### config.mk
export PLATFORM = sky130hd
export DESIGN_NAME = fgsa_fifo
export DESIGN_NICKNAME = d
export VERILOG_FILES = /design/src/hdl/filtered_group_sum_aggregator_defines.svh /design/src/hdl/fgsa_pkg.sv /design/src/hdl/fgsa_fifo.sv
export SDC_FILE = /design/constraint.sdc
export NUM_CORES = 1
export LEC_CHECK = 0
export BUFFER_PORTS_ARGS = -buffer_cell sky130_fd_sc_hd__buf_2
export CORE_ASPECT_RATIO = 0.8
export CORE_MARGIN = 3
export CORE_UTILIZATION = 30
export CTS_BUF_LIST = sky130_fd_sc_hd__clkbuf_8
export CTS_CLUSTER_SIZE = 28
export DETAILED_ROUTE_END_ITERATION = 6
export GPL_TIMING_DRIVEN = 0
export PLACE_DENSITY = 0.53
export SLEW_MARGIN = 20
export SYNTH_ARGS = -nofsm -noshare
export SYNTH_HDL_FRONTEND = slang
export SYNTH_SLANG_ARGS = --single-unit
### constraint.sdc
create_clock -name clk_i -period 10.1 [get_ports clk_i]
set_input_delay 2.02 -clock clk_i [delete_from_list [all_inputs] [get_ports clk_i]]
set_output_delay 2.02 -clock clk_i [all_outputs]
set_load 0.02 [all_outputs]
### src/hdl/filtered_group_sum_aggregator_defines.svh
// ----------------------------------------------------------------------------
// Filtered group-sum aggregator assertion macros
// Shared assertion forms, clocked on clk_i and held off during reset.
// ----------------------------------------------------------------------------
`ifndef FILTERED_GROUP_SUM_AGGREGATOR_DEFINES_SVH
`define FILTERED_GROUP_SUM_AGGREGATOR_DEFINES_SVH

// same-cycle implication
`define FGSA_ASSERT_IMPL(lbl, ante, cons) \
  lbl: assert property (@(posedge clk_i) disable iff (!rst_ni) (ante) |-> (cons)) \
    else $error("fgsa assertion failed");

// next-cycle implication
`define FGSA_ASSERT_NEXT(lbl, ante, cons) \
  lbl: assert property (@(posedge clk_i) disable iff (!rst_ni) (ante) |=> (cons)) \
    else $error("fgsa assertion failed");

`endif

### src/hdl/fgsa_pkg.sv
// ----------------------------------------------------------------------------
// Filtered group-sum aggregator package
// Word types, divider constants and register map shared by all modules.
// ----------------------------------------------------------------------------
package fgsa_pkg;

  typedef struct packed {
    logic        command;
    logic [15:0] ship_date;
    logic [15:0] quantity;
    logic [23:0] price;
    logic [6:0]  discount;
    logic [6:0]  tax;
    logic [1:0]  return_flag;
    logic        line_status;
  } in_word_t;

  typedef struct packed {
    logic [1:0]  group_flag;
    logic        group_status;
    logic [31:0] row_count;
    logic [62:0] sum_quantity;
    logic [62:0] sum_base_price;
    logic [62:0] sum_discounted_price;
    logic [62:0] sum_total_charge;
    logic        last_group;
  } out_word_t;

  localparam int GROUP_W = 4;

  // classified operation passed from front to back
  typedef struct packed {
    logic               finish;
    logic [GROUP_W-1:0] group;
    logic [15:0]        quantity;
    logic [23:0]        price;
    logic [30:0]        discounted;
    logic [38:0]        charge;
  } op_t;

  localparam int QUEUE_DEPTH = 4;
  localparam int QUEUE_PTR_W = $clog2(QUEUE_DEPTH);

  localparam int PCT       = 100;
  localparam int PCT_SQ    = 10000;
  localparam int REM_PCT_W = 7;
  localparam int REM_SQ_W  = 14;
  localparam int DIV_W     = 64;
  localparam int DIV_DIGIT = 4;
  localparam int DIV_STEPS = DIV_W / DIV_DIGIT;
  localparam int STEP_W    = $clog2(DIV_STEPS);

  localparam int APB_AW = 3;
  localparam int APB_DW = 32;
  localparam logic REG_DATE_CUTOFF = 1'b0;
  localparam logic [15:0] DATE_CUTOFF_RESET = 16'd18500;

endpackage

### src/hdl/fgsa_fifo.sv
// ----------------------------------------------------------------------------
// Filtered group-sum aggregator operation queue
// Short register queue decoupling the front end from the group update.
// ----------------------------------------------------------------------------
module fgsa_fifo (
  input  logic          clk_i,
  input  logic          rst_ni,
  input  logic          push_i,
  input  fgsa_pkg::op_t data_i,
  output logic          full_o,
  input  logic          pop_i,
  output fgsa_pkg::op_t data_o,
  output logic          empty_o
);

  fgsa_pkg::op_t mem_q [fgsa_pkg::QUEUE_DEPTH];
  logic [fgsa_pkg::QUEUE_PTR_W-1:0] wr_ptr_q;
  logic [fgsa_pkg::QUEUE_PTR_W-1:0] rd_ptr_q;
  logic [fgsa_pkg::QUEUE_PTR_W:0]   count_q;

  assign full_o  = (count_q == (fgsa_pkg::QUEUE_PTR_W + 1)'(fgsa_pkg::QUEUE_DEPTH));
  assign empty_o = (count_q == '0);
  assign data_o  = mem_q[rd_ptr_q];

  always_ff @(posedge clk_i or negedge rst_ni) begin
    if (!rst_ni) begin
      wr_ptr_q <= '0;
      rd_ptr_q <= '0;
      count_q  <= '0;
    end else begin
      if (push_i) begin
        wr_ptr_q <= wr_ptr_q + 1'b1;
      end
      if (pop_i) begin
        rd_ptr_q <= rd_ptr_q + 1'b1;
      end
      if (push_i && !pop_i) begin
        count_q <= count_q + 1'b1;
      end else if (pop_i && !push_i) begin
        count_q <= count_q - 1'b1;
      end
    end
  end

  always_ff @(posedge clk_i) begin
    if (push_i) begin
      mem_q[wr_ptr_q] <= data_i;
    end
  end

endmodule

## Yosys cells after proc, flatten, opt, wreduce, memory -nomap -nowiden

Memory sizes are Yosys's and may differ from the RTL's.
Cells that the tools add are included.

- Bits in registers: 7
- RAM bits: 460
- Bits of input ports: 119
- Output and inout bits: 117
- Word-level logic and storage cells: 19
- Memories kept: 1

- $add $sub $neg: 4
- Eq/ne operators: 1
- Muxes and demuxes: 4
- Reductions and logical operators: 6

Memories:

| name | words | bits a word | rd ports | clocked after memory_dff | write ports | line | text |
|---|---|---|---|---|---|---|---|
| mem_q | 4 | 115 | 1 | 0 | 1 | fgsa_fifo.sv:16 | `fgsa_pkg::op_t mem_q [fgsa_pkg::QUEUE_DEPTH];` |

Operator list:

| cell | count |
|---|---|
| two-way mux 3 bit | 2 |
| adder 2 x 1 -> 2 bit (second input constant) | 2 |
| adder 3 x 1 -> 3 bit (second input constant) | 1 |
| equality test 3 bit (second input constant) | 1 |
| logical NOT 3 bit | 1 |
| subtractor 3 x 1 -> 3 bit (second input constant) | 1 |
| logical AND 1 bit | 2 |
| logical NOT 1 bit | 2 |
| two-way mux 1 bit | 2 |
| nonzero test 2 bit | 1 |

## Logic depth before layout (Yosys ltp)

- Word-level depth: 4
- Mapped depth: 7

## Least setup slack after synthesis

Ideal clock, no wire load.

- Path type: input port to flip-flop
- From: input push_i
- To: memory mem_q[1][0] (netlist bit) (enable)
- Arrival time: 4663 ps
- Required time: 9613 ps
- Setup slack: 4950 ps
- Cell stages on the path: 1
- Path buffers: 0
- Cells stage by stage: and2_1

- Cells in the longest elaborated chain, start to end: 2

RTL lines:

| item | line | text |
|---|---|---|
| start, declared | fgsa_fifo.sv:8 | `input logic push_i,` |
| two-way mux 1 bit | fgsa_fifo.sv:46 | `if (push_i) begin` |
| two-way mux 1 bit (not written as such) | fgsa_fifo.sv:47 | `mem_q[wr_ptr_q] <= data_i;` |
| end, declared | fgsa_fifo.sv:16 |  |

No other way between the ends.

==> results.sh <==
export IMPL_status="completed"
export IMPL_rsz0062_at_grt="false"
export IMPL_syn_num_nets=760
export IMPL_die_area_um2=59400
export IMPL_p_per_area_nw_per_um2=298
export IMPL_pwr_share_seq_pct=42.1
export IMPL_multi_input_area_um2=2800
export IMPL_layout_drive_gt1_share_pct=47.2
export IMPL_cts_buffers=79
export IMPL_max_slew_margin_pct=34.2
export IMPL_p_leak_nw=7.09
export IMPL_yosysWarnings=0
export IMPL_final_max_slew_viol_count=0
export IMPL_synth_cell_types=19
export IMPL_die_h_um=219
export IMPL_ys_seq_area_share_pct=82.5
export IMPL_wl_um=36100
export IMPL_syn_avg_cell_area_um2=26.7
export IMPL_wl_per_cell_um=20.4
export IMPL_ys_ff_latch=467
export IMPL_cts_tree="done"
export IMPL_postCtsSetupBuffers=0
export IMPL_period_needed_ns=4.58
export IMPL_p_sw_share_pct=33.0
export IMPL_num_fill_cells=5096
export IMPL_worst_slew_pin_slew_ns=0.988
export IMPL_io_pins=236
export IMPL_nets=1085
export IMPL_hp_class="reg2reg"
export IMPL_combPwrFrac_pct=33.0
export IMPL_clk_pin_slew_ns=0.06
export IMPL_cp_arrival_ns=2.56
export IMPL_clock_sink_count=467
export IMPL_finalSetupViolCount=0
export IMPL_hold_violations=0
export IMPL_hpwlAfterDp_um=22600
export IMPL_fin_ws_ns=5.52
export IMPL_syn_inst=635
export IMPL_required_ns=8.08
export IMPL_max_clock_freq_mhz=219
export IMPL_grt_pass1_vias=8540
export IMPL_ant_nets=0
export IMPL_tns_ns=0
export IMPL_grt_total_usage_pct=12.3
export IMPL_maxCapViolations=0
export IMPL_p_sw_w=0.00204
export IMPL_drt_iter0_markers=429
export IMPL_dr_pass1_iters=4
export IMPL_cp_max_fo=10
export IMPL_hold_buffers=0
export IMPL_grt_overflow_total=0
export IMPL_fin_crit_sh_pct=45.3
export IMPL_antenna_found_initial=10
export IMPL_initial_core_util_pct=30.5
export IMPL_crit_path_end_kind="output pin"
export IMPL_clkPwrFrac_pct=24.9
export IMPL_clk_path_buf_depth=3
export IMPL_h_tree_depth=3
export IMPL_portBuffers=235
export IMPL_drcViolationCount=0
export IMPL_core_um2=55600
export IMPL_pre_cts_slack_ns=6.04
export IMPL_cts_resized=0
export IMPL_cts_root_buffer="clkbuf_8"
export IMPL_clock_skew_ns=0.0109
export IMPL_grt_max_degree=44
export IMPL_area_delta_synth_final_pct=22.4
export IMPL_final_seq_area_um2=14000
export IMPL_drt_vias_per_instance=4.41
export IMPL_syn_area_um2=17000
export IMPL_fin_hold_ws_ns=0.483
export IMPL_die_w_um=272
export IMPL_p_int_w=0.00415
export IMPL_critPathKind="reg2out"
export IMPL_grt_pass1_wl_um=54200
export IMPL_startpoint_type="flip-flop"
export IMPL_vias=7803
export IMPL_gp_congestion=0.659
export IMPL_fp_row_count=77
export IMPL_clkLatencyLatePin_ns=0.63
export IMPL_vdd_ir_drop_max_v=0.000156
## critical path, stage by stage (launching register included)
cell	delay [ns]
dfrtp_1	0.31
buf_2	0.23
clkbuf_1	0.76
mux4_2	0.43
buf_2	0.19
## final cells by class
cell class | instances | share of cell area, %
timing repair buffer | 244 | 6.83
buffer | 26 | 0.754
clock inverter | 58 | 1.41
antenna | 1 | 0.0121
clock buffer | 83 | 5.50
sequential | 467 | 67.4
tap | 750 | 4.52
inverter | 4 | 0.0724
multi-input combinational | 138 | 13.5
## synthesized netlist by cell type
cell	count	area, um^2
dfrtp_1	7	175
mux4_2	115	2590
mux2_2	1	11.3
xnor2_1	2	17.5
nor2_1	1	3.75
ha_1	5	62.6
xor2_1	4	35.0
o21ai_0	1	5.00
clkbuf_1	6	22.5
nor3_1	1	5.00
edfxtp_1	460	13800
inv_1	4	15.0
and2_1	4	25.0
fa_1	1	20.0
buf_6	5	56.3
nor3b_1	1	7.51
buf_4	1	7.51
nand2_1	2	7.51
buf_2	14	70.1
## layer usage
metal / up-vias / routed length (um) / track usage (%) / part of all wire, %
met3: 85 / 3380 / 5.31 / 9.3
li1: 3414 / - / - / -
met2: 248 / 16600 / 18.6 / 46
met5: - / 105 / 0 / 0.29
met4: 18 / 881 / 4.50 / 2.4
met1: 4038 / 15200 / 16.0 / 42
## metrics by stage
stage	std cells	total power [W]	util (%)	cell area (um^2)
after floorplan	635	0.00401	-	17000
after global placement	1620	0.00477	34.3	19100
after detailed placement	1629	0.00476	34.7	19300
after CTS	1770	0.00635	37.3	20700
after global routing	1770	0.00655	37.3	20700
final	1771	0.00619	37.3	20800
## final timing paths
kind	from	end	slack, ns	cells past startpoint
setup / recovery	rd_ptr_q[1]	data_o[43]	5.52	4
hold / removal	count_q[2]	count_q[2]	0.48	1
setup reg to reg	wr_ptr_q[0]	mem_q[0][57]	8.12	4
hold reg to reg	count_q[2]	count_q[2]	0.48	1
max in group asynchronous	rst_ni	rd_ptr_q[0]	8.72	1
min in group asynchronous	rst_ni	count_q[2]	1.22	1
## cells by family (layout without fill, tap and decap cells)
logic type / count (synthesis) / in the layout / share of synthesized area, %
multiplexers: 116 / 116 / 15.3
flip-flops: 467 / 467 / 82.5
adder cells (fa/ha/maj): 6 / 6 / 0.487
buffers and inverters: 30 / 415 / 1.01
XOR/XNOR: 6 / 6 / 0.310
other: 0 / 1 / 0
AND/OR/NAND/NOR: 9 / 9 / 0.288
AO/OA/AOI/OAI: 1 / 1 / 0.0295
## state kept, by name, indices dropped and copies added, names as in the netlist
register  cells
count_q       3
wr_ptr_q      2
rd_ptr_q      2
mem_q       460
## power groups by stage
stage               Sequential (W)  Clock [W]  Combinational, W
CTS                        0.00261    0.00161           0.00213
finish                     0.00260    0.00154           0.00204
global placement           0.00273          0           0.00205
detailed placement         0.00265          0           0.00212
floorplan                  0.00266          0           0.00134
global route               0.00263    0.00171           0.00221
## cell usage in the layout (no fill, tap or decap), drive strengths merged, types with 3 or more instances in the layout
cell type,instances
edfxtp,460
buf,264
mux4,115
clkbuf,89
clkinv,31
inv,26
dfrtp,7
ha,5
and2,4
xor2,4
clkinvlp,3
(Power assumes the default switching activity.)
