===== src/hdl/filtered_group_sum_aggregator_defines.svh =====
// ----------------------------------------------------------------------------
// Filtered group-sum aggregator assertion macros
// Shared assertion forms, clocked on clk_i and held off during reset.
// ----------------------------------------------------------------------------
`ifndef FILTERED_GROUP_SUM_AGGREGATOR_DEFINES_SVH
`define FILTERED_GROUP_SUM_AGGREGATOR_DEFINES_SVH

// same-cycle implication
`define FGSA_ASSERT_IMPL(lbl, ante, cons) \
  lbl: assert property (@(posedge clk_i) disable iff (!rst_ni) (ante) |-> (cons)) \
    else $error("fgsa assertion failed");

// next-cycle implication
`define FGSA_ASSERT_NEXT(lbl, ante, cons) \
  lbl: assert property (@(posedge clk_i) disable iff (!rst_ni) (ante) |=> (cons)) \
    else $error("fgsa assertion failed");

`endif


===== src/hdl/fgsa_pkg.sv =====
// ----------------------------------------------------------------------------
// Filtered group-sum aggregator package
// Word types, divider constants and register map shared by all modules.
// ----------------------------------------------------------------------------
package fgsa_pkg;

  typedef struct packed {
    logic        command;
    logic [15:0] ship_date;
    logic [15:0] quantity;
    logic [23:0] price;
    logic [6:0]  discount;
    logic [6:0]  tax;
    logic [1:0]  return_flag;
    logic        line_status;
  } in_word_t;

  typedef struct packed {
    logic [1:0]  group_flag;
    logic        group_status;
    logic [31:0] row_count;
    logic [62:0] sum_quantity;
    logic [62:0] sum_base_price;
    logic [62:0] sum_discounted_price;
    logic [62:0] sum_total_charge;
    logic        last_group;
  } out_word_t;

  localparam int GROUP_W = 4;

  // classified operation passed from front to back
  typedef struct packed {
    logic               finish;
    logic [GROUP_W-1:0] group;
    logic [15:0]        quantity;
    logic [23:0]        price;
    logic [30:0]        discounted;
    logic [38:0]        charge;
  } op_t;

  localparam int QUEUE_DEPTH = 4;
  localparam int QUEUE_PTR_W = $clog2(QUEUE_DEPTH);

  localparam int PCT       = 100;
  localparam int PCT_SQ    = 10000;
  localparam int REM_PCT_W = 7;
  localparam int REM_SQ_W  = 14;
  localparam int DIV_W     = 64;
  localparam int DIV_DIGIT = 4;
  localparam int DIV_STEPS = DIV_W / DIV_DIGIT;
  localparam int STEP_W    = $clog2(DIV_STEPS);

  localparam int APB_AW = 3;
  localparam int APB_DW = 32;
  localparam logic REG_DATE_CUTOFF = 1'b0;
  localparam logic [15:0] DATE_CUTOFF_RESET = 16'd18500;

endpackage


===== src/hdl/fgsa_front.sv =====
// ----------------------------------------------------------------------------
// Filtered group-sum aggregator front end
// Filters rows, forms the group key and computes both weighted prices.
// ----------------------------------------------------------------------------
module fgsa_front #(
  parameter int NUM_FLAGS    = 3,
  parameter int NUM_STATUSES = 2
) (
  input  logic              clk_i,
  input  logic              rst_ni,
  input  logic              push_i,
  input  fgsa_pkg::in_word_t word_i,
  output logic              full_o,
  input  logic [15:0]       cutoff_i,
  output logic              q_push_o,
  output fgsa_pkg::op_t     q_op_o,
  input  logic              q_full_i
);

  logic        a_valid_q;
  logic        a_finish_q;
  logic [fgsa_pkg::GROUP_W-1:0] a_group_q;
  logic [15:0] a_qty_q;
  logic [23:0] a_price_q;
  logic [30:0] a_disc_q;
  logic [7:0]  a_tfac_q;

  logic        accept;
  logic        qualify;
  logic        advance;
  logic [6:0]  disc_sat;
  logic [6:0]  dfac;
  logic [30:0] disc_prod;
  logic [fgsa_pkg::GROUP_W-1:0] group;

  assign full_o  = a_valid_q && q_full_i;
  assign accept  = push_i && !full_o;
  assign advance = !a_valid_q || !q_full_i;

  assign qualify = word_i.command ||
                   ((word_i.ship_date <= cutoff_i) &&
                    (3'(word_i.return_flag) < 3'(NUM_FLAGS)) &&
                    (3'(word_i.line_status) < 3'(NUM_STATUSES)));

  assign disc_sat  = (word_i.discount > 7'(fgsa_pkg::PCT)) ? 7'(fgsa_pkg::PCT)
                                                            : word_i.discount;
  assign dfac      = 7'(fgsa_pkg::PCT) - disc_sat;
  assign disc_prod = {7'b0, word_i.price} * {24'b0, dfac};
  assign group     = fgsa_pkg::GROUP_W'(word_i.return_flag) *
                     fgsa_pkg::GROUP_W'(NUM_STATUSES) +
                     fgsa_pkg::GROUP_W'(word_i.line_status);

  always_ff @(posedge clk_i or negedge rst_ni) begin
    if (!rst_ni) begin
      a_valid_q <= 1'b0;
    end else if (advance) begin
      a_valid_q <= accept && qualify;
    end
  end

  always_ff @(posedge clk_i) begin
    if (advance && accept) begin
      a_finish_q <= word_i.command;
      a_group_q  <= group;
      a_qty_q    <= word_i.quantity;
      a_price_q  <= word_i.price;
      a_disc_q   <= disc_prod;
      a_tfac_q   <= {1'b0, word_i.tax} + 8'(fgsa_pkg::PCT);
    end
  end

  assign q_push_o          = a_valid_q && !q_full_i;
  assign q_op_o.finish     = a_finish_q;
  assign q_op_o.group      = a_group_q;
  assign q_op_o.quantity   = a_qty_q;
  assign q_op_o.price      = a_price_q;
  assign q_op_o.discounted = a_disc_q;
  assign q_op_o.charge     = {8'b0, a_disc_q} * {31'b0, a_tfac_q};

endmodule


===== config.mk =====
export PLATFORM = sky130hd
export DESIGN_NAME = fgsa_front
export DESIGN_NICKNAME = d
export VERILOG_FILES = /design/src/hdl/filtered_group_sum_aggregator_defines.svh /design/src/hdl/fgsa_pkg.sv /design/src/hdl/fgsa_front.sv
export SDC_FILE = /design/constraint.sdc
export NUM_CORES = 1
export LEC_CHECK = 0
export BUFFER_PORTS_ARGS = -buffer_cell sky130_fd_sc_hd__buf_2
export CORE_AREA = 3 3 159 199
export DETAILED_ROUTE_END_ITERATION = 10
export DIE_AREA = 0 0 162 202
export GPL_TIMING_DRIVEN = 0
export PLACE_DENSITY = 0.84
export SYNTH_ARGS = -nofsm -noshare
export SYNTH_HDL_FRONTEND = slang
export SYNTH_SLANG_ARGS = --single-unit

===== constraint.sdc =====
create_clock -name clk_i -period 6.7 [get_ports clk_i]
set_clock_uncertainty 0.1 [all_clocks]
set_input_delay 2.01 -clock clk_i [delete_from_list [all_inputs] [get_ports clk_i]]
set_output_delay 2.01 -clock clk_i [all_outputs]
set_load 0.005 [all_outputs]

Word-level counts from Yosys, hierarchy flattened
Cells that the tools add are included.
{"block": "word_totals", "output_inout_bits": 117, "ramBits": 0, "ff_bits": 85, "romBits": 0, "mem_count": 0, "latchBits": 0, "elab_cells": 27}
{"block": "classes", "n_shift": 0, "mul": 2, "n_addsub": 3, "n_mux": 1, "div": 0, "eq_ne": 0, "n_reduce_logical": 11, "bitwise_logic": 0, "magnitude_cmp": 3}
{"cell": "multiplier 31 x 8 -> 39 bit", "count": 1}
{"cell": "multiplier 24 x 7 -> 31 bit", "count": 1}
{"cell": "<= comparator 16 bit", "count": 1}
{"cell": "adder 7 x 7 -> 8 bit, second input constant", "count": 1}
{"cell": "> comparator 7 bit, second input constant", "count": 1}
{"cell": "2-to-1 mux 7 bit", "count": 1}
{"cell": "subtractor 7 bit, first input constant", "count": 1}
{"cell": "logical AND 1 bit", "count": 6}
{"cell": "adder 3 x 1 -> 4 bit", "count": 1}
{"cell": "logical NOT 1 bit", "count": 3}
{"cell": "logical OR 1 bit", "count": 2}
{"cell": "less-than comparator 2 bit, second input constant", "count": 1}

Longest topological paths before layout
{"block": "logic_depth", "ltp_word": 4, "depth_mapped": 32}

Worst setup path before layout
OpenSTA, ideal clock, no wires.
{"block": "synth_timing", "path_kind": "input to register", "start": "input word_i[10] (netlist bit)", "end": "register a_disc_q[23], data pin", "required_time_ns": 6.327, "setup_time_ns": 0.273, "setup_slack_ns": -1.589, "stages": 29, "arrival_ns": 7.916, "path_cell_list": "o21ai_0 -> nand2_1 -> nand3_1 -> clkbuf_1 -> and2_1 -> buf_2 -> buf_2 -> inv_1 -> ha_1 -> inv_1 -> a21oi_1 -> o211a_1 -> clkbuf_1 -> and2_1 -> fa_1 -> fa_1 -> fa_1 -> inv_1 -> fa_1 -> inv_1 -> ha_1 -> buf_6 -> a21o_1 -> a211o_1 -> a311o_1 -> a21o_1 -> a211o_1 -> o21ai_1 -> a31oi_1"}
{"block": "synth_between", "elab_chain_cells": 4}
{"element": "start, declared", "line_no": "fgsa_front.sv:12", "rtl": "input fgsa_pkg::in_word_t word_i,"}
{"element": "> comparator 7 bit", "line_no": "fgsa_front.sv:45", "rtl": "assign disc_sat = (word_i.discount > 7'(fgsa_pkg::PCT)) ? 7'(fgsa_pkg::PCT)"}
{"element": "2-to-1 mux 7 bit *", "line_no": "fgsa_front.sv:45"}
{"element": "subtractor 7 bit *", "line_no": "fgsa_front.sv:47", "rtl": "assign dfac = 7'(fgsa_pkg::PCT) - disc_sat;"}
{"element": "multiplier 24 x 7 -> 31 bit *", "line_no": "fgsa_front.sv:48", "rtl": "assign disc_prod = {7'b0, word_i.price} * {24'b0, dfac};"}
{"element": "net disc_prod[23]", "line_no": "fgsa_front.sv:33", "rtl": "logic [30:0] disc_prod;"}
{"element": "end signal, assigned", "line_no": "fgsa_front.sv:67", "rtl": "a_disc_q <= disc_prod;"}
{"element": "end, declared", "line_no": "fgsa_front.sv:25", "rtl": "logic [30:0] a_disc_q;"}
Mark *: on every way through the listed nets, which the timed path passes. The rest lies on a longest branch.
A chain may end at the register's enable or synchronous reset.

Worst setup path after layout
{"block": "layout_timing", "start": "input word_i[11] (netlist bit)", "end": "register a_disc_q[23], data pin"}
Same word-level chain as after synthesis.

==> reports/qor.yml <==
setup_path:
  critPathLaunchType: "input port"
  critical_path.top_delay_family: "adder cells"
  max_stage_delay_ps: 510
  crit_buf_inv: 8
  required_ps: 6700
  ff2ff_path_depth: 3
  critPathMostFrequentCell: "fa_1"
  endpoint_kind: "flip-flop"
  path_class: "in2reg"
  crit_arrival_ps: 7600
  r2r_setup_slack_ps: 5000
  r2r_start: "a_valid_q$_DFFE_PN0N_"
  cp_slowest_cell: "fa_1"
  crit_fanout: 6
  rr_endpoint: "a_disc_q[6]$_DFFE_PP_"
layout:
  fin_util_pct: 72.29
  diodes: 0
  stdcell_count: 2554
  area_delta_synth_final_pct: 33.02
  final_common_cell: "fa_1"
  nets: 2651
  layout-drive-gt1-share_pct: 33.81
  most-common-layout-cells: "266 x fa_1, 262 x inv_1, 231 x nand2_1"
placement:
  place_hpwl_um: 34160
  gp_congestion: 0.9428
  port_buffers: 209
  dpl.cell_count: 2370
hold_path:
  hp-start: "a_valid_q$_DFFE_PN0N_"
  hold_end: "a_valid_q$_DFFE_PN0N_"
  hold_path_depth: 2
  hold_path_class: "reg2reg"
status:
  violations: "setup timing"
  status: "finished with violations"
timing:
  max_freq_ghz: 0.1316
  final.setup.worst_slack_ps: -897.9
  rsz0062_at_grt: "true"
  finalMaxSlewViolations: 0
  tightest_slew_ps: 690.9
  maxSlewHeadroom_pct: 53.94
  final_hold_viol_count: 0
  period_share_pct: 113.4
  setup_viol_count_final: 54
  fin_crit_ps: 7598
route:
  drc: 0
  via_count: 14880
  viasPerCell: 5.825
  wire_per_inst_um: 20.85
  firstDrtPassIters: 6
  routed_wirelength_um: 53250
  final_antenna_net_count: 0
  first_iter_violations: 1302
logic_synthesis:
  synth_ff_type: "edfxtp_1"
  ys_seq_elements: 84
  synth_nets: 2261
  synth_cells: 1758
  syn_area_per_cell_um2: 9.282
  ys_warn_count: 0
  async_flop_share_pct: 1.190
  synth_edf_count: 83
  synth.distinct_cells: 69
  yosysSeqAreaShare_pct: 15.43
  synth_area_um2: 16320
floorplanning:
  fp.dieW_um: 162
  initial_core_util_pct: 54.35
  die-area_um2: 32720
  row_count: 71
  ios: 211
  die_h_um: 202
  core_um2: 30030
clock_network:
  numCtsBuffers: 9
  cts_tree: "built"
  cts.clk_slew.worst_paths_ps: 70
  insertion_delay_ps: 350
  cts_max_path_buffers: 2
  cts_num_sinks: 84
  ctsRootBufferMaster: "clkbuf_16"
  htreeDepth: 3
global_routing:
  grt_first_pass_wirelength_um: 76500
  grt_pass1_vias: 15450
  antenna_found_initial: 0
  grt_max_degree: 39
  track_usage_pct: 29.10
  grt_overflow: 0
run:
  timing.max_cap.violations: 0
## metal layers
metal / routed length [um] / vias up / track usage, %
met4: 4614 / 0 / 19.38
met1: 18040 / 7323 / 32.04
li1: - / 6382 / -
met5: 0 / - / 0
met3: 3408 / 308 / 3.444
met2: 27190 / 863 / 52.33
## metrics by stage
stage,worst slack [ps],cell area (um^2),TNS [ps],hold WS [ps]
global placement,-2106,18120,-173520,576.6
detailed placement,-2205,18160,-61820,657.7
finish,-897.9,21710,-32540,681.9
CTS,-780.6,20510,-23550,689.0
floorplan,-912.1,16570,-11350,563.4
global route,-1018,21710,-38900,737.9
## how the worst max path moves through the flow
stage                          start  slack, ps                      to  cells after the start
after floorplan           word_i[11]       -910  a_disc_q[23]$_DFFE_PP_                     29
after global placement    word_i[10]      -2110  a_disc_q[29]$_DFFE_PP_                     28
after detailed placement  word_i[10]      -2200  a_disc_q[29]$_DFFE_PP_                     28
after CTS                 word_i[10]       -780  a_disc_q[27]$_DFFE_PP_                     29
after global routing      word_i[11]      -1020  a_disc_q[27]$_DFFE_PP_                     30
final                     word_i[11]       -900  a_disc_q[23]$_DFFE_PP_                     30
## cells in the mapped netlist, types with 3 or more instances
library cell	instances	share of area, %
clkbuf_1	46	1.1
nor2b_1	13	0.50
edfxtp_1	83	15
buf_4	4	0.18
o211ai_1	6	0.28
nor3_1	15	0.46
ha_1	126	9.7
nor2_1	39	0.90
nand3b_1	4	0.18
a21oi_1	71	2.2
a21boi_0	3	0.14
o2111ai_1	3	0.16
and4_1	4	0.21
or3_1	4	0.15
o211a_1	3	0.18
xnor2_1	33	1.8
o21a_1	10	0.46
o21ai_0	34	1.0
nand4_1	14	0.54
xor2_1	26	1.4
o31a_1	3	0.16
and3_1	20	0.77
inv_1	294	6.8
nand2_1	259	6.0
and2_1	209	8.0
a211oi_1	8	0.37
fa_1	283	35
o21ai_1	8	0.25
a31oi_1	10	0.38
nand2b_1	11	0.42
a21o_1	36	1.7
nand3_1	13	0.40
buf_6	3	0.21
a211o_1	4	0.21
o21bai_1	8	0.37
## repair_timing
| item | in CTS | in global routing |
|---|---|---|
| setup endpoints to repair | 58 | 56 |
| gates resized for setup | 285 | 196 |
| setup buffers | 107 | 73 |
| pin swaps | 120 | 177 |
| hold buffers | 0 | 0 |
| cloned | 2 | 3 |
## cells by family (layout without fill, tap and decap cells)
group / count (synthesis) / count (layout) / share of synthesized area, %
AND/OR/NAND/NOR: 618 / 618 / 19.20
XOR/XNOR: 59 / 59 / 3.167
flip-flops: 84 / 84 / 15.43
adder cells (fa/ha/maj): 409 / 409 / 44.38
multiplexers: 2 / 2 / 0.1227
AO/OA/AOI/OAI: 235 / 235 / 9.385
other: 1 / 1 / 0.02298
buffers and inverters: 350 / 745 / 8.296
## registers in the layout (all words and copies together) (netlist names)
signal and cells:
a_disc_q 31, a_finish_q 1, a_group_q 3, a_price_q 24, a_qty_q 16, a_tfac_q 8, a_valid_q 1
## area by class of cell
class | count | area, um^2
Multi-Input combinational cell | 1324 | 14090
Fill cell | 1900 | 8319
Timing Repair Buffer | 392 | 2741
Sequential cell | 84 | 2517
Inverter | 294 | 1111
Tap cell | 401 | 501.7
Buffer | 43 | 434.2
Clock buffer | 9 | 225.2
Clock inverter | 7 | 81.33
## worst reg2reg max path: stages (launching register included)
cell and delay [ps]:
dfrtp_1 370, and2_1 210, nor2b_4 400, buf_12 270
Power is left out: the tool's default activity adds up to more than one toggle a clock period on the data nets, which glitch-free logic cannot reach.
